[src/rtl/touch_sample_gesture_classifier_defines.svh]
// Assertion macros for the touch sample gesture classifier.
`ifndef TOUCH_SAMPLE_GESTURE_CLASSIFIER_DEFINES_SVH
`define TOUCH_SAMPLE_GESTURE_CLASSIFIER_DEFINES_SVH

`ifndef SYNTH
// Checked on clk while the block is out of reset.
`define TSGC_ASSERT(lbl, prop) \
	lbl: assert property (@(posedge clk) disable iff (!arst_n) prop) \
	else $error("tsgc assertion failed");
// Checked on clk at every edge, reset included.
`define TSGC_ASSERT_ALWAYS(lbl, prop) \
	lbl: assert property (@(posedge clk) prop) \
	else $error("tsgc assertion failed");
`else
`define TSGC_ASSERT(lbl, prop)
`define TSGC_ASSERT_ALWAYS(lbl, prop)
`endif

`endif

[src/rtl/tsgc_pkg.sv]
// Types and constants shared by the touch sample gesture classifier files.
package tsgc_pkg;

	// Field widths
	localparam int RAW_W      = 12;
	localparam int TIME_W     = 32;
	localparam int SX_W       = 9;
	localparam int SY_W       = 8;
	localparam int ACT_W      = 3;
	localparam int CFG_IDX_W  = 3;
	localparam int CFG_DATA_W = 12;

	// Screen geometry; SIZE_W holds the larger screen dimension
	localparam int SIZE_W = 9;
	localparam logic [SIZE_W-1:0] SCREEN_WIDTH  = 9'd320;
	localparam logic [SIZE_W-1:0] SCREEN_HEIGHT = 9'd240;
	localparam logic [SX_W-1:0]   HALF_X        = SX_W'(SCREEN_WIDTH >> 1);

	// Magnitude of (raw - cal) * size, and divider step count width
	localparam int MAG_W = RAW_W + SIZE_W;
	localparam int CNT_W = $clog2(MAG_W + 1);

	// Gesture and filter constants
	localparam logic [SX_W:0]       SWIPE_PIXELS  = 10'd40;
	localparam logic [SX_W:0]       SWIPE_HALF    = SWIPE_PIXELS >> 1;
	localparam logic [TIME_W-1:0]   DEBOUNCE_MS   = 32'd120;
	localparam logic [RAW_W-1:0]    PRESSURE_LOW  = 12'd180;
	localparam logic [RAW_W-1:0]    PRESSURE_HIGH = 12'd4000;

	// Settings screen layout
	localparam int NUM_ROWS = 3;
	localparam logic [SY_W-1:0] ROW_SPAN  = 8'd52;
	localparam logic [SY_W-1:0] EXIT_BAND = 8'd28;
	localparam logic [SY_W-1:0] EXIT_Y    = SY_W'(SCREEN_HEIGHT) - EXIT_BAND;
	localparam logic [SY_W-1:0] ROW_TOPS [NUM_ROWS] = '{8'd36, 8'd96, 8'd156};

	// Action codes
	localparam logic [ACT_W-1:0] ACT_NONE   = 3'd0;
	localparam logic [ACT_W-1:0] ACT_ENTER  = 3'd1;
	localparam logic [ACT_W-1:0] ACT_EXIT   = 3'd2;
	localparam logic [ACT_W-1:0] ACT_RESCAN = 3'd3;
	localparam logic [ACT_W-1:0] ACT_BRIGHT = 3'd4;
	localparam logic [ACT_W-1:0] ACT_DICT   = 3'd5;
	localparam logic [ACT_W-1:0] ACT_VAR    = 3'd6;
	localparam logic [ACT_W-1:0] ACT_REDRAW = 3'd7;

	localparam logic [ACT_W-1:0] ROW_ACTS [NUM_ROWS] = '{ACT_BRIGHT, ACT_DICT, ACT_VAR};

	// Configuration register indexes
	localparam logic [CFG_IDX_W-1:0] CFG_CAL_MIN_X  = 3'd0;
	localparam logic [CFG_IDX_W-1:0] CFG_CAL_MAX_X  = 3'd1;
	localparam logic [CFG_IDX_W-1:0] CFG_CAL_MIN_Y  = 3'd2;
	localparam logic [CFG_IDX_W-1:0] CFG_CAL_MAX_Y  = 3'd3;
	localparam logic [CFG_IDX_W-1:0] CFG_RADAR_L    = 3'd4;
	localparam logic [CFG_IDX_W-1:0] CFG_RADAR_T    = 3'd5;
	localparam logic [CFG_IDX_W-1:0] CFG_RADAR_W    = 3'd6;
	localparam logic [CFG_IDX_W-1:0] CFG_RADAR_H    = 3'd7;

endpackage

[src/rtl/tsgc_sample_if.sv]
// Touch sample input channel.
interface tsgc_sample_if import tsgc_pkg::*; ();
	logic              valid;
	logic              ready;
	logic              touched;
	logic [RAW_W-1:0]  raw_x;
	logic [RAW_W-1:0]  raw_y;
	logic [RAW_W-1:0]  pressure;
	logic [TIME_W-1:0] now_ms;

	modport source (output valid, touched, raw_x, raw_y, pressure, now_ms, input ready);
	modport sink   (input valid, touched, raw_x, raw_y, pressure, now_ms, output ready);
endinterface

[src/rtl/tsgc_result_if.sv]
// Classified result output channel.
interface tsgc_result_if import tsgc_pkg::*; ();
	logic             valid;
	logic             ready;
	logic [ACT_W-1:0] action;
	logic             increase;
	logic [SX_W-1:0]  screen_x;
	logic [SY_W-1:0]  screen_y;
	logic             settings_mode;
	logic             accepted;

	modport source (output valid, action, increase, screen_x, screen_y, settings_mode,
		accepted, input ready);
	modport sink   (input valid, action, increase, screen_x, screen_y, settings_mode,
		accepted, output ready);
endinterface

[src/rtl/tsgc_cfg_if.sv]
// Configuration register write channel.
interface tsgc_cfg_if import tsgc_pkg::*; ();
	logic                  valid;
	logic                  ready;
	logic [CFG_IDX_W-1:0]  index;
	logic [CFG_DATA_W-1:0] data;

	modport source (output valid, index, data, input ready);
	modport sink   (input valid, index, data, output ready);
endinterface

[src/rtl/touch_sample_gesture_classifier.sv]
// A lifted or out-of-window sample skips the divider: ST_IDLE goes straight to ST_OUT.
// An accepted sample maps X then Y through one shared restoring divider (MAG_W = 21 steps
// each, plus a multiply and a clamp state per axis), then passes ST_CLASS and ST_OUT.
// A new sample is taken only in ST_IDLE, once the last result is in the output register.
// Reset (arst_n low, asynchronous): calibration and radar registers to defaults,
// swipe tracking, debounce time and mode cleared, output channel empty.
module touch_sample_gesture_classifier import tsgc_pkg::*; (
	input logic             clk,
	input logic             arst_n,
	tsgc_sample_if.sink     sample,
	tsgc_result_if.source   result,
	tsgc_cfg_if.sink        cfg
);

	`include "touch_sample_gesture_classifier_defines.svh"

	localparam logic [2:0] ST_IDLE  = 3'd0;
	localparam logic [2:0] ST_MUL   = 3'd1;
	localparam logic [2:0] ST_DIV   = 3'd2;
	localparam logic [2:0] ST_FIX   = 3'd3;
	localparam logic [2:0] ST_CLASS = 3'd4;
	localparam logic [2:0] ST_OUT   = 3'd5;

	logic [2:0] state_q;
	logic       axis_q;

	// Configuration
	logic [RAW_W-1:0] cal_min_x_q, cal_max_x_q, cal_min_y_q, cal_max_y_q;
	logic [SX_W-1:0]  radar_left_q, radar_width_q;
	logic [SY_W-1:0]  radar_top_q, radar_height_q;

	// Sample latch
	logic [RAW_W-1:0]  rx_q, ry_q;
	logic [TIME_W-1:0] now_q;

	// Divider
	logic [RAW_W-1:0] rem_q;
	logic [RAW_W-1:0] dvs_q;
	logic [MAG_W-1:0] quo_q;
	logic [CNT_W-1:0] cnt_q;
	logic             zero_q;

	// Results and tracking state
	logic [SX_W-1:0]   sx_q, start_x_q;
	logic [SY_W-1:0]   sy_q, start_y_q;
	logic [ACT_W-1:0]  act_q;
	logic              inc_q, acc_q;
	logic              active_q, fired_q, mode_q;
	logic [TIME_W-1:0] last_q;

	// Output register
	logic              out_valid_q;
	logic [ACT_W-1:0]  out_action_q;
	logic              out_inc_q, out_mode_q, out_acc_q;
	logic [SX_W-1:0]   out_sx_q;
	logic [SY_W-1:0]   out_sy_q;

	logic sample_fire, out_load, in_window;

	assign sample.ready = (state_q == ST_IDLE);
	assign cfg.ready    = 1'b1;
	assign sample_fire  = sample.valid && sample.ready;
	assign out_load     = (state_q == ST_OUT) && (!out_valid_q || result.ready);
	assign in_window    = (sample.pressure >= PRESSURE_LOW) && (sample.pressure <= PRESSURE_HIGH);

	assign result.valid         = out_valid_q;
	assign result.action        = out_action_q;
	assign result.increase      = out_inc_q;
	assign result.screen_x      = out_sx_q;
	assign result.screen_y      = out_sy_q;
	assign result.settings_mode = out_mode_q;
	assign result.accepted      = out_acc_q;

	// Axis operand select and product magnitude
	logic [RAW_W-1:0]  raw_sel, from_sel, to_sel;
	logic [SIZE_W-1:0] size_sel, size_m1;
	logic [RAW_W:0]    diff, span, diff_neg, span_neg;
	logic [RAW_W-1:0]  diff_mag, span_mag;
	logic [MAG_W-1:0]  prod;

	always_comb begin
		raw_sel  = axis_q ? ry_q : rx_q;
		from_sel = axis_q ? cal_max_y_q : cal_min_x_q;
		to_sel   = axis_q ? cal_min_y_q : cal_max_x_q;
		size_sel = axis_q ? SCREEN_HEIGHT : SCREEN_WIDTH;
		size_m1  = size_sel - 1'b1;
		diff     = {1'b0, raw_sel} - {1'b0, from_sel};
		span     = {1'b0, to_sel} - {1'b0, from_sel};
		diff_neg = (RAW_W+1)'(0) - diff;
		span_neg = (RAW_W+1)'(0) - span;
		diff_mag = diff[RAW_W] ? diff_neg[RAW_W-1:0] : diff[RAW_W-1:0];
		span_mag = span[RAW_W] ? span_neg[RAW_W-1:0] : span[RAW_W-1:0];
		prod     = {{SIZE_W{1'b0}}, diff_mag} * {{RAW_W{1'b0}}, size_sel};
	end

	// One restoring divide step
	logic [RAW_W:0]   rem_sh, rem_sub;
	logic             step_ge;

	always_comb begin
		rem_sh  = {rem_q, quo_q[MAG_W-1]};
		rem_sub = rem_sh - {1'b0, dvs_q};
		step_ge = rem_sh >= {1'b0, dvs_q};
	end

	// Clamp of the quotient to the screen
	logic [SIZE_W-1:0] clamped;

	always_comb begin
		if (zero_q)
			clamped = '0;
		else if (quo_q > {{(MAG_W-SIZE_W){1'b0}}, size_m1})
			clamped = size_m1;
		else
			clamped = quo_q[SIZE_W-1:0];
	end

	// Swipe, debounce and region classification
	logic              swipe, deb_ok, row_hit, in_radar, right;
	logic [SY_W-1:0]   dy_abs;
	logic [SX_W:0]     dx_back, r_edge;
	logic [SY_W:0]     b_edge;
	logic [TIME_W-1:0] elapsed;
	logic [ACT_W-1:0]  row_act, act_n;
	logic              inc_n, mode_n, time_upd;

	always_comb begin
		dx_back  = {1'b0, start_x_q} - {1'b0, sx_q};
		dy_abs   = (sy_q >= start_y_q) ? (sy_q - start_y_q) : (start_y_q - sy_q);
		swipe    = active_q && !fired_q && (start_x_q >= sx_q) && (dx_back >= SWIPE_PIXELS)
			&& ({2'b00, dy_abs} < SWIPE_HALF);
		elapsed  = now_q - last_q;
		deb_ok   = elapsed >= DEBOUNCE_MS;
		right    = sx_q >= HALF_X;
		r_edge   = {1'b0, radar_left_q} + {1'b0, radar_width_q};
		b_edge   = {1'b0, radar_top_q} + {1'b0, radar_height_q};
		in_radar = (sx_q >= radar_left_q) && ({1'b0, sx_q} <= r_edge)
			&& (sy_q >= radar_top_q) && ({1'b0, sy_q} <= b_edge);
		row_hit  = 1'b0;
		row_act  = ACT_REDRAW;
		for (int k = NUM_ROWS - 1; k >= 0; k--) begin
			if (sy_q >= ROW_TOPS[k] && {1'b0, sy_q} <= {1'b0, ROW_TOPS[k]} + {1'b0, ROW_SPAN}) begin
				row_hit = 1'b1;
				row_act = ROW_ACTS[k];
			end
		end

		act_n    = ACT_NONE;
		inc_n    = 1'b0;
		mode_n   = mode_q;
		time_upd = 1'b0;
		if (swipe) begin
			mode_n   = !mode_q;
			act_n    = mode_q ? ACT_EXIT : ACT_ENTER;
			time_upd = 1'b1;
		end else if (deb_ok) begin
			time_upd = 1'b1;
			if (mode_q) begin
				act_n = ACT_REDRAW;
				if (row_hit) begin
					act_n = row_act;
					inc_n = right;
				end else if (sy_q >= EXIT_Y) begin
					mode_n = 1'b0;
					act_n  = ACT_EXIT;
				end
			end else if (in_radar) begin
				act_n = ACT_RESCAN;
			end
		end
	end

	// Configuration registers
	always_ff @(posedge clk or negedge arst_n) begin
		if (!arst_n) begin
			cal_min_x_q    <= '0;
			cal_max_x_q    <= '1;
			cal_min_y_q    <= '0;
			cal_max_y_q    <= '1;
			radar_left_q   <= '0;
			radar_top_q    <= '0;
			radar_width_q  <= '0;
			radar_height_q <= '0;
		end else if (cfg.valid && cfg.ready) begin
			case (cfg.index)
				CFG_CAL_MIN_X: cal_min_x_q    <= cfg.data;
				CFG_CAL_MAX_X: cal_max_x_q    <= cfg.data;
				CFG_CAL_MIN_Y: cal_min_y_q    <= cfg.data;
				CFG_CAL_MAX_Y: cal_max_y_q    <= cfg.data;
				CFG_RADAR_L:   radar_left_q   <= cfg.data[SX_W-1:0];
				CFG_RADAR_T:   radar_top_q    <= cfg.data[SY_W-1:0];
				CFG_RADAR_W:   radar_width_q  <= cfg.data[SX_W-1:0];
				CFG_RADAR_H:   radar_height_q <= cfg.data[SY_W-1:0];
				default: ;
			endcase
		end
	end

	// Sequencer and tracking state
	always_ff @(posedge clk or negedge arst_n) begin
		if (!arst_n) begin
			state_q     <= ST_IDLE;
			axis_q      <= 1'b0;
			active_q    <= 1'b0;
			fired_q     <= 1'b0;
			start_x_q   <= '0;
			start_y_q   <= '0;
			last_q      <= '0;
			mode_q      <= 1'b0;
			out_valid_q <= 1'b0;
			cnt_q       <= '0;
		end else begin
			// output register fills on a load, empties when taken
			if (out_load)
				out_valid_q <= 1'b1;
			else if (result.ready)
				out_valid_q <= 1'b0;
			case (state_q)
				ST_IDLE: begin
					if (sample_fire) begin
						axis_q <= 1'b0;
						if (!sample.touched) begin
							active_q <= 1'b0;
							fired_q  <= 1'b0;
							state_q  <= ST_OUT;
						end else if (!in_window) begin
							state_q <= ST_OUT;
						end else begin
							state_q <= ST_MUL;
						end
					end
				end
				ST_MUL: begin
					cnt_q   <= CNT_W'(MAG_W);
					state_q <= ST_DIV;
				end
				ST_DIV: begin
					cnt_q <= cnt_q - 1'b1;
					if (cnt_q == CNT_W'(1))
						state_q <= ST_FIX;
				end
				ST_FIX: begin
					axis_q  <= 1'b1;
					state_q <= axis_q ? ST_CLASS : ST_MUL;
				end
				ST_CLASS: begin
					if (!active_q) begin
						active_q  <= 1'b1;
						fired_q   <= 1'b0;
						start_x_q <= sx_q;
						start_y_q <= sy_q;
					end else if (swipe) begin
						fired_q <= 1'b1;
					end
					mode_q <= mode_n;
					if (time_upd)
						last_q <= now_q;
					state_q <= ST_OUT;
				end
				ST_OUT: begin
					if (out_load)
						state_q <= ST_IDLE;
				end
				default: state_q <= ST_IDLE;
			endcase
		end
	end

	// Datapath: sample latch, divider, per-item results, output payload
	always_ff @(posedge clk) begin
		if (sample_fire) begin
			rx_q  <= sample.raw_x;
			ry_q  <= sample.raw_y;
			now_q <= sample.now_ms;
			sx_q  <= '0;
			sy_q  <= '0;
			act_q <= ACT_NONE;
			inc_q <= 1'b0;
			acc_q <= sample.touched && in_window;
		end
		if (state_q == ST_MUL) begin
			quo_q  <= prod;
			rem_q  <= '0;
			dvs_q  <= span_mag;
			zero_q <= (span_mag == '0) || (diff[RAW_W] != span[RAW_W]);
		end
		if (state_q == ST_DIV) begin
			rem_q <= step_ge ? rem_sub[RAW_W-1:0] : rem_sh[RAW_W-1:0];
			quo_q <= {quo_q[MAG_W-2:0], step_ge};
		end
		if (state_q == ST_FIX) begin
			if (axis_q)
				sy_q <= clamped[SY_W-1:0];
			else
				sx_q <= clamped[SX_W-1:0];
		end
		if (state_q == ST_CLASS) begin
			act_q <= act_n;
			inc_q <= inc_n;
		end
		if (out_load) begin
			out_action_q <= act_q;
			out_inc_q    <= inc_q;
			out_sx_q     <= sx_q;
			out_sy_q     <= sy_q;
			out_mode_q   <= mode_q;
			out_acc_q    <= acc_q;
		end
	end

	// Checks
	`TSGC_ASSERT(a_busy_after_take, sample_fire |=> state_q != ST_IDLE)
	`TSGC_ASSERT(a_div_count_live, state_q == ST_DIV |-> cnt_q != '0)
	`TSGC_ASSERT(a_mode_from_class, mode_q != $past(mode_q) |-> $past(state_q) == ST_CLASS)
	`TSGC_ASSERT(a_reject_is_blank, result.valid && !result.accepted |->
		result.action == ACT_NONE && result.screen_x == '0 && result.screen_y == '0)
	`TSGC_ASSERT(a_inc_only_adjust, result.valid && result.increase |->
		result.action == ACT_BRIGHT || result.action == ACT_DICT || result.action == ACT_VAR)
	`TSGC_ASSERT_ALWAYS(a_reset_quiet, !arst_n |-> !result.valid && sample.ready)

endmodule
[src/flat_wrapper.sv]
// flat-port wrapper written by rule: the top's interface ports become plain ports
module touch_sample_gesture_classifier_flat import tsgc_pkg::*;
  (clk, arst_n, sample_valid, sample_touched, sample_raw_x, sample_raw_y, sample_pressure, sample_now_ms, sample_ready, result_valid, result_action, result_increase, result_screen_x, result_screen_y, result_settings_mode, result_accepted, result_ready, cfg_valid, cfg_index, cfg_data, cfg_ready);
  tsgc_sample_if sample_i ();
  tsgc_result_if result_i ();
  tsgc_cfg_if cfg_i ();
  input logic clk;
  input logic arst_n;
  input wire logic [$bits(sample_i.valid)-1:0] sample_valid;
  input wire logic [$bits(sample_i.touched)-1:0] sample_touched;
  input wire logic [$bits(sample_i.raw_x)-1:0] sample_raw_x;
  input wire logic [$bits(sample_i.raw_y)-1:0] sample_raw_y;
  input wire logic [$bits(sample_i.pressure)-1:0] sample_pressure;
  input wire logic [$bits(sample_i.now_ms)-1:0] sample_now_ms;
  output wire logic [$bits(sample_i.ready)-1:0] sample_ready;
  output wire logic [$bits(result_i.valid)-1:0] result_valid;
  output wire logic [$bits(result_i.action)-1:0] result_action;
  output wire logic [$bits(result_i.increase)-1:0] result_increase;
  output wire logic [$bits(result_i.screen_x)-1:0] result_screen_x;
  output wire logic [$bits(result_i.screen_y)-1:0] result_screen_y;
  output wire logic [$bits(result_i.settings_mode)-1:0] result_settings_mode;
  output wire logic [$bits(result_i.accepted)-1:0] result_accepted;
  input wire logic [$bits(result_i.ready)-1:0] result_ready;
  input wire logic [$bits(cfg_i.valid)-1:0] cfg_valid;
  input wire logic [$bits(cfg_i.index)-1:0] cfg_index;
  input wire logic [$bits(cfg_i.data)-1:0] cfg_data;
  output wire logic [$bits(cfg_i.ready)-1:0] cfg_ready;
  assign sample_i.valid = sample_valid;
  assign sample_i.touched = sample_touched;
  assign sample_i.raw_x = sample_raw_x;
  assign sample_i.raw_y = sample_raw_y;
  assign sample_i.pressure = sample_pressure;
  assign sample_i.now_ms = sample_now_ms;
  assign sample_ready = sample_i.ready;
  assign result_valid = result_i.valid;
  assign result_action = result_i.action;
  assign result_increase = result_i.increase;
  assign result_screen_x = result_i.screen_x;
  assign result_screen_y = result_i.screen_y;
  assign result_settings_mode = result_i.settings_mode;
  assign result_accepted = result_i.accepted;
  assign result_i.ready = result_ready;
  assign cfg_i.valid = cfg_valid;
  assign cfg_i.index = cfg_index;
  assign cfg_i.data = cfg_data;
  assign cfg_ready = cfg_i.ready;
  touch_sample_gesture_classifier u_core (.clk(clk), .arst_n(arst_n), .sample(sample_i), .result(result_i), .cfg(cfg_i));
endmodule
[config.mk]
export PLATFORM = sky130hd
export DESIGN_NAME = touch_sample_gesture_classifier_flat
export DESIGN_NICKNAME = d
export VERILOG_FILES = /design/src/rtl/tsgc_pkg.sv /design/src/rtl/tsgc_sample_if.sv /design/src/rtl/tsgc_result_if.sv /design/src/rtl/tsgc_cfg_if.sv /design/src/rtl/touch_sample_gesture_classifier.sv /design/src/flat_wrapper.sv
export VERILOG_INCLUDE_DIRS = /design/src /design/src/rtl
export SDC_FILE = /design/constraint.sdc
export NUM_CORES = 1
export LEC_CHECK = 0
export ABC_AREA = 1
export BUFFER_PORTS_ARGS = -buffer_cell sky130_fd_sc_hd__buf_4
export CAP_MARGIN = 20
export CELL_PAD_IN_SITES_DETAIL_PLACEMENT = 1
export CELL_PAD_IN_SITES_GLOBAL_PLACEMENT = 2
export CORE_ASPECT_RATIO = 1.1
export CORE_MARGIN = 1
export CORE_UTILIZATION = 37
export DETAILED_ROUTE_END_ITERATION = 8
export PLACE_DENSITY = 0.84
export SYNTH_ARGS = -nofsm -noshare
export SYNTH_HDL_FRONTEND = slang
export SYNTH_SLANG_ARGS = --single-unit
[constraint.sdc]
create_clock -name clk -period 7.75 [get_ports clk]
set_input_delay 0 -clock clk [delete_from_list [all_inputs] [get_ports clk]]
set_output_delay 0 -clock clk [all_outputs]
set_load 0.1 [all_outputs]
==> reports/metrics.csv, run 1 <==
stage,metric,value,unit
logic_synthesis,synth.top_cell.area_share,0.188,
detailed_routing,drcViolationCount,0,
logic_synthesis,synth-seq-area-share,0.379,
critical_path,required,8.03,ns
die,io_pins,115,
critical_path,cp_top_family,adder cells,
clocking,ctsHtreeMaxLevel,2,
timing,tns,0,ns
die,start_util,0.377,
critical_path,critPathBufInv,7,
global_route,grt.met3_usage,0.0270,
timing,max_slew_margin,0.326,
detailed_routing,num_vias,18243,
run_status,status,completed,
die,fp-row-count,90,
critical_path,path_common_cell,inv_1,
detailed_routing,detail-route-antenna-nets,0,
placed_design,gp_congestion,0.845,
clocking,clock-sinks,291,
clocking,clockBufferDepth,3,
timing,drv_slew,0,
job,cap_violations,0,
timing,rsz0062_at_grt,false,
detailed_routing,detail_route.wl_per_cell,16.7,um
timing,finalSetupViolCount,0,
timing,fmax,141,MHz
timing,finalHoldViolations,0,
logic_synthesis,yosysMostFrequentCell,nand2_1,
critical_path,rrSetupSlack,0.67,ns
logic_synthesis,ys.flop_type,edfxtp_1,
global_route,antenna_found_initial,0,
detailed_routing,wirelength,61300,um
logic_synthesis,ys_top_cells_by_area,"edfxtp_1, nand2_1, dfrtp_1",
critical_path,cpMaxStageDelayCell,fa_1,
die,fp.dieArea,0.0572,sq mm
cells_and_area,layout-drive-gt1-share,0.0833,
detailed_routing,drt_iter0_drc,674,
logic_synthesis,synth_common_cells,"nand2_1, inv_1, ha_1",
global_route,grt_pass1_wl,101000,um
timing,fin_crit_sh,0.914,
critical_path,worstRegToRegCells,33,
global_route,grtUsageMet2,0.408,
global_route,grt_max_degree,84,
critical_path,reg2reg_from,u_core.axis_q,
logic_synthesis,synth_cell_types,57,
logic_synthesis,yosysWarnings,0,
worst_hold_path,hold_class,input port to async pin,
clocking,cts_tree,built,
critical_path,path_max_fanout,53,
clocking,cts_setup_buffers,0,
placed_design,dp_hpwl,46600,um
clocking,ctsRootBufferMaster,clkbuf_16,
clocking,clock_latency,0.56,ns
logic_synthesis,ys_seq_elements,291,
detailed_routing,viasPerCell,4.98,
critical_path,critical_path_arrival,7.37,ns
clocking,path_clk_slew,0.06,ns
critical_path,critPathCaptureType,register,
cells_and_area,nets,3221,
die,dieHeight,251,um
global_route,grt.busiest_layer,met2,
critical_path,timing.rr.end,u_core.quo_q[20],
global_route,use_met1,0.260,
logic_synthesis,postSynthAreaPerCell,7.65,sq um
cells_and_area,syn_to_final_growth,17.8,%
global_route,track_usage,0.218,
die,core_region_area,0.0552,sq mm
die,die_width,228,um
logic_synthesis,yosysTopAreaCell,edfxtp_1,
logic_synthesis,syn_nets,3040,
logic_synthesis,synth_area,0.0208,sq mm
global_route,gr-total-overflow,0,
cells_and_area,diodes,0,
timing,worst_slew_pin_slew,1.01,ns
logic_synthesis,async_flop_share,0.495,
logic_synthesis,synth_edf_count,130,
logic_synthesis,syn_inst,2719,
critical_path,cp-start-kind,register,
detailed_routing,firstDrtPassIters,5,
critical_path,path_class,register to register,
timing,skew,0.0216,ns
placed_design,numPortBuffers,113,
global_route,grt_pass1_vias,19879,
timing,period_minus_slack,7.08,ns
critical_path,critPathMaxStageDelay,0.55,ns
clocking,cts-buffers-inserted,37,
-- worst register-to-register path: cells and delay by family, from the launching register on --
kind	cells	cell delay [ns]
adders and majority gates	8	2.98
AOI/OAI and AO/OA	9	1.45
buffers and inverters	7	0.93
and+or+nand+nor	7	0.65
DFF	1	0.36
muxes	1	0.31
xor gates and xnor gates	1	0.15
-- through the flow --
step                hold slack (ns)  area (sq um)  utilization  setup slack (ns)  cells
floorplan                    -0.296         20800            -              1.12   2719
global placement             0.0554         22400        0.407             0.703   3521
detailed placement           0.0557         22400        0.407             0.456   3521
CTS                          0.0187         24500        0.443             0.411   3662
global route                 0.0660         24500        0.444            0.0316   3664
finish                       0.0217         24500        0.444             0.666   3664
-- cells in the final DEF, fill, tap and decap left out, drive strengths merged, types with 17 or more instances in the layout --
cell type	count
nand2	852
nor2	185
fa	26
nor3	21
o21ai	164
ha	206
xor2	43
xnor2	26
edfxtp	130
clkbuf	48
dfxtp	17
buf	126
dlygate4sd3	74
inv	433
dfrtp	120
a21oi	126
nand4	38
o21bai	17
dfstp	24
nand3	136
-- logic make-up after synthesis --
| kind of cell | synth area share |
|---|---|
| compound gates | 0.0974 |
| xor+xnor | 0.0291 |
| fa+ha+maj | 0.149 |
| buf+inv | 0.0906 |
| flops | 0.379 |
| mux | 0.00626 |
| other cells | 0.000180 |
| simple gates | 0.249 |
-- area by class of cell --
cell class / instances / area [sq um]
fill: 6750 / 30700
multi-input combinational: 1939 / 11100
sequential: 291 / 7880
timing repair buffer: 200 / 1730
inverter: 431 / 1620
clock buffer: 48 / 1060
tap: 736 / 921
clock inverter: 19 / 220
-- registers in the layout, summed over array words and instances (netlist names), 5 cells and up --
signal,count
u_core.sx_q,9
u_core.dvs_q,12
u_core.radar_height_q,8
u_core.cal_min_y_q,12
u_core.last_q,32
u_core.start_x_q,9
u_core.rem_q,12
u_core.sy_q,8
u_core.start_y_q,8
u_core.ry_q,12
u_core.cnt_q,5
u_core.result.screen_y,8
u_core.radar_width_q,9
u_core.cal_max_y_q,12
u_core.radar_top_q,8
u_core.rx_q,12
u_core.now_q,32
u_core.radar_left_q,9
u_core.quo_q,21
u_core.result.screen_x,9
u_core.cal_max_x_q,12
u_core.cal_min_x_q,12
-- how the worst max path moves through the flow --
stage	cells after the start	to	startpoint	slack, ns
2_1_floorplan	36	u_core.quo_q[20]	u_core.axis_q	1.12
3_3_place_gp	33	u_core.quo_q[20]	u_core.axis_q	0.70
3_5_place_dp	33	u_core.quo_q[20]	u_core.axis_q	0.46
4_1_cts	33	u_core.quo_q[20]	u_core.axis_q	0.41
5_1_grt	33	u_core.quo_q[20]	u_core.axis_q	0.03
6_report	33	u_core.quo_q[20]	u_core.axis_q	0.67
-- repair_timing --
action	CTS	global route
hold endpoints to repair	224	0
setup endpoints to repair	0	1
hold buffers	74	0
resized for setup	0	1
-- layer usage --
layer / vias to the layer above / wire, um
met3: 77 / 1600
li1: 9148 / -
met1: 8798 / 26700
met5: - / 0
met2: 220 / 31500
met4: 0 / 1500
Power of run 1 is left out: the tool's default activity adds up to more than one toggle a clock period on the data nets, which glitch-free logic cannot reach.
==> inputs of run 2 (changes only) <==
GPL_TIMING_DRIVEN = 0   (was not set)
==> reports/metrics.csv, run 2 (synthesis results as in run 1) <==
stage,metric,value,unit
die,fp.dieArea,0.0572,sq mm
detailed_routing,firstDrtPassIters,4,
critical_path,path_common_cell,nand2_1,
clocking,clock_latency,0.59,ns
cells_and_area,finalInstanceArea,0.0247,sq mm
timing,finalSetupViolCount,0,
global_route,grt_max_degree,92,
placed_design,gp_congestion,0.854,
global_route,grtUsageMet2,0.420,
critical_path,cp-start-kind,register,
global_route,track_usage,0.226,
timing,hold-worst-slack,-0.0241,ns
clocking,clockBufferDepth,3,
global_route,grt.busiest_layer,met2,
global_route,use_met1,0.274,
timing,max_slew_margin,0.335,
cells_and_area,nets,3276,
critical_path,reg2reg_from,u_core.axis_q,
timing,skew,0.0484,ns
critical_path,required,8.05,ns
timing,fin_crit_sh,0.930,
die,fp-row-count,90,
die,io_pins,115,
global_route,gr-total-overflow,0,
timing,worst_slew_pin_slew,0.997,ns
detailed_routing,drcViolationCount,0,
cells_and_area,multiInputGateArea,0.0111,sq mm
die,core_region_area,0.0552,sq mm
critical_path,path_max_fanout,10,
cells_and_area,layout-drive-gt1-share,0.0832,
placed_design,dpl_cell_area,0.0227,sq mm
run_status,violations,hold timing,
critical_path,rrSetupSlack,0.55,ns
run_status,status,finished with violations,
detailed_routing,detail_route.wl_per_cell,17.1,um
timing,fmax,139,MHz
detailed_routing,num_vias,18639,
global_route,grt.met3_usage,0.0242,
critical_path,timing.rr.end,u_core.quo_q[20],
cells_and_area,final_cell_mix,"nand2_1, inv_1, ha_1, nor2_1, o21ai_0",
timing,rsz0062_at_grt,false,
critical_path,critical_path_arrival,7.51,ns
cells_and_area,final_common_cell,nand2_1,
detailed_routing,wirelength,63700,um
cells_and_area,diodes,0,
critical_path,setup.worst_path.start,u_core.axis_q,
placed_design,dp_hpwl,49400,um
global_route,grt_pass1_wl,104000,um
job,cap_violations,0,
die,start_util,0.377,
timing,period_minus_slack,7.20,ns
die,dieHeight,251,um
cells_and_area,seq_area,0.00788,sq mm
clocking,ctsHtreeMaxLevel,2,
detailed_routing,viasPerCell,5.01,
placed_design,numPortBuffers,113,
die,die_width,228,um
critical_path,cpMaxStageDelayCell,fa_1,
clocking,clock-sinks,291,
timing,finalHoldViolations,2,
critical_path,critPathCaptureType,register,
cells_and_area,largest_registers,"u_core.last_q: 32 flops, u_core.now_q: 32 flops, u_core.quo_q: 21 flops",
clocking,cts_setup_buffers,0,
clocking,cts-buffers-inserted,36,
cells_and_area,fillers,6822,
detailed_routing,drt_iter0_drc,788,
worst_hold_path,hold_class,input port to async pin,
critical_path,worstRegToRegCells,35,
critical_path,path_class,register to register,
clocking,ctsRootBufferMaster,clkbuf_16,
global_route,antenna_found_initial,0,
timing,drv_slew,0,
critical_path,crit_end,u_core.quo_q[20],
clocking,cts_tree,built,
clocking,path_clk_slew,0.06,ns
global_route,grt_pass1_vias,20047,
critical_path,critPathMaxStageDelay,0.54,ns
cells_and_area,syn_to_final_growth,18.9,%
detailed_routing,detail-route-antenna-nets,0,
-- run 2: cell types whose count changed in the layout (fill, tap and decap cells not counted), sizes merged, moves of 3 or more --
cell,previous run,this run
buf,126,129
clkbuf,48,96
dlygate4sd3,74,83
clkinv,14,10
-- run 2: final cells by class --
class / instances / area share
timing repair buffer: 199 / 0.0711
clock inverter: 13 / 0.00739
sequential: 291 / 0.319
tap: 736 / 0.0372
multi-input combinational: 1939 / 0.448
buffer: 57 / 0.0118
clock buffer: 52 / 0.0409
inverter: 431 / 0.0654
-- run 2: routing by layer --
layer | up-vias | wire, um
met5 | - | 0
met4 | 0 | 1450
met3 | 80 | 1620
met2 | 213 | 32500
met1 | 9084 | 28100
li1 | 9262 | -
-- run 2: worst min-delay path by stage --
| stage | depth (start not counted) | startpoint | slack [ns] | end |
|---|---|---|---|---|
| floorplan | 0 | arst_n | -0.30 | u_core.active_q |
| global placement | 1 | sample_raw_x[0] | 0.18 | u_core.rx_q[0] |
| detailed placement | 1 | arst_n | 0.02 | u_core.start_x_q[5] |
| CTS | 2 | arst_n | 0.001 | u_core.axis_q |
| global route | 2 | arst_n | 0.05 | u_core.state_q[2] |
| finish | 2 | arst_n | -0.02 | u_core.start_x_q[5] |
-- run 2: worst max-delay path, delay by kind of cell, from the launching register on --
kind / cells / cell delay [ns]
compound gates: 11 / 1.94
xor+xnor: 1 / 0.23
fa+ha+maj: 7 / 2.52
simple gates: 9 / 0.77
buf+inv: 7 / 0.95
flops: 1 / 0.48
-- run 2: per-stage QoR --
step,utilization,setup WS (ns),std cells,setup TNS [ns],hold slack [ns]
3_5_place_dp,0.411,-0.507,3572,-0.790,0.0207
6_report,0.448,0.546,3718,0,-0.0241
2_1_floorplan,-,1.12,2719,0,-0.296
4_1_cts,0.448,0.0821,3718,0,0.00127
5_1_grt,0.448,0.00923,3718,0,0.0502
3_3_place_gp,0.409,-0.393,3568,-0.404,0.178
-- run 2: timing repair --
item                       4_1_cts  5_1_grt
hold buffers                    82        0
hold endpoints to repair       264        0
pin swaps                        0        0
resized for setup               14       12
setup endpoints to repair        5        2
cloned                           0        0
Power of run 2 is left out for the same reason.
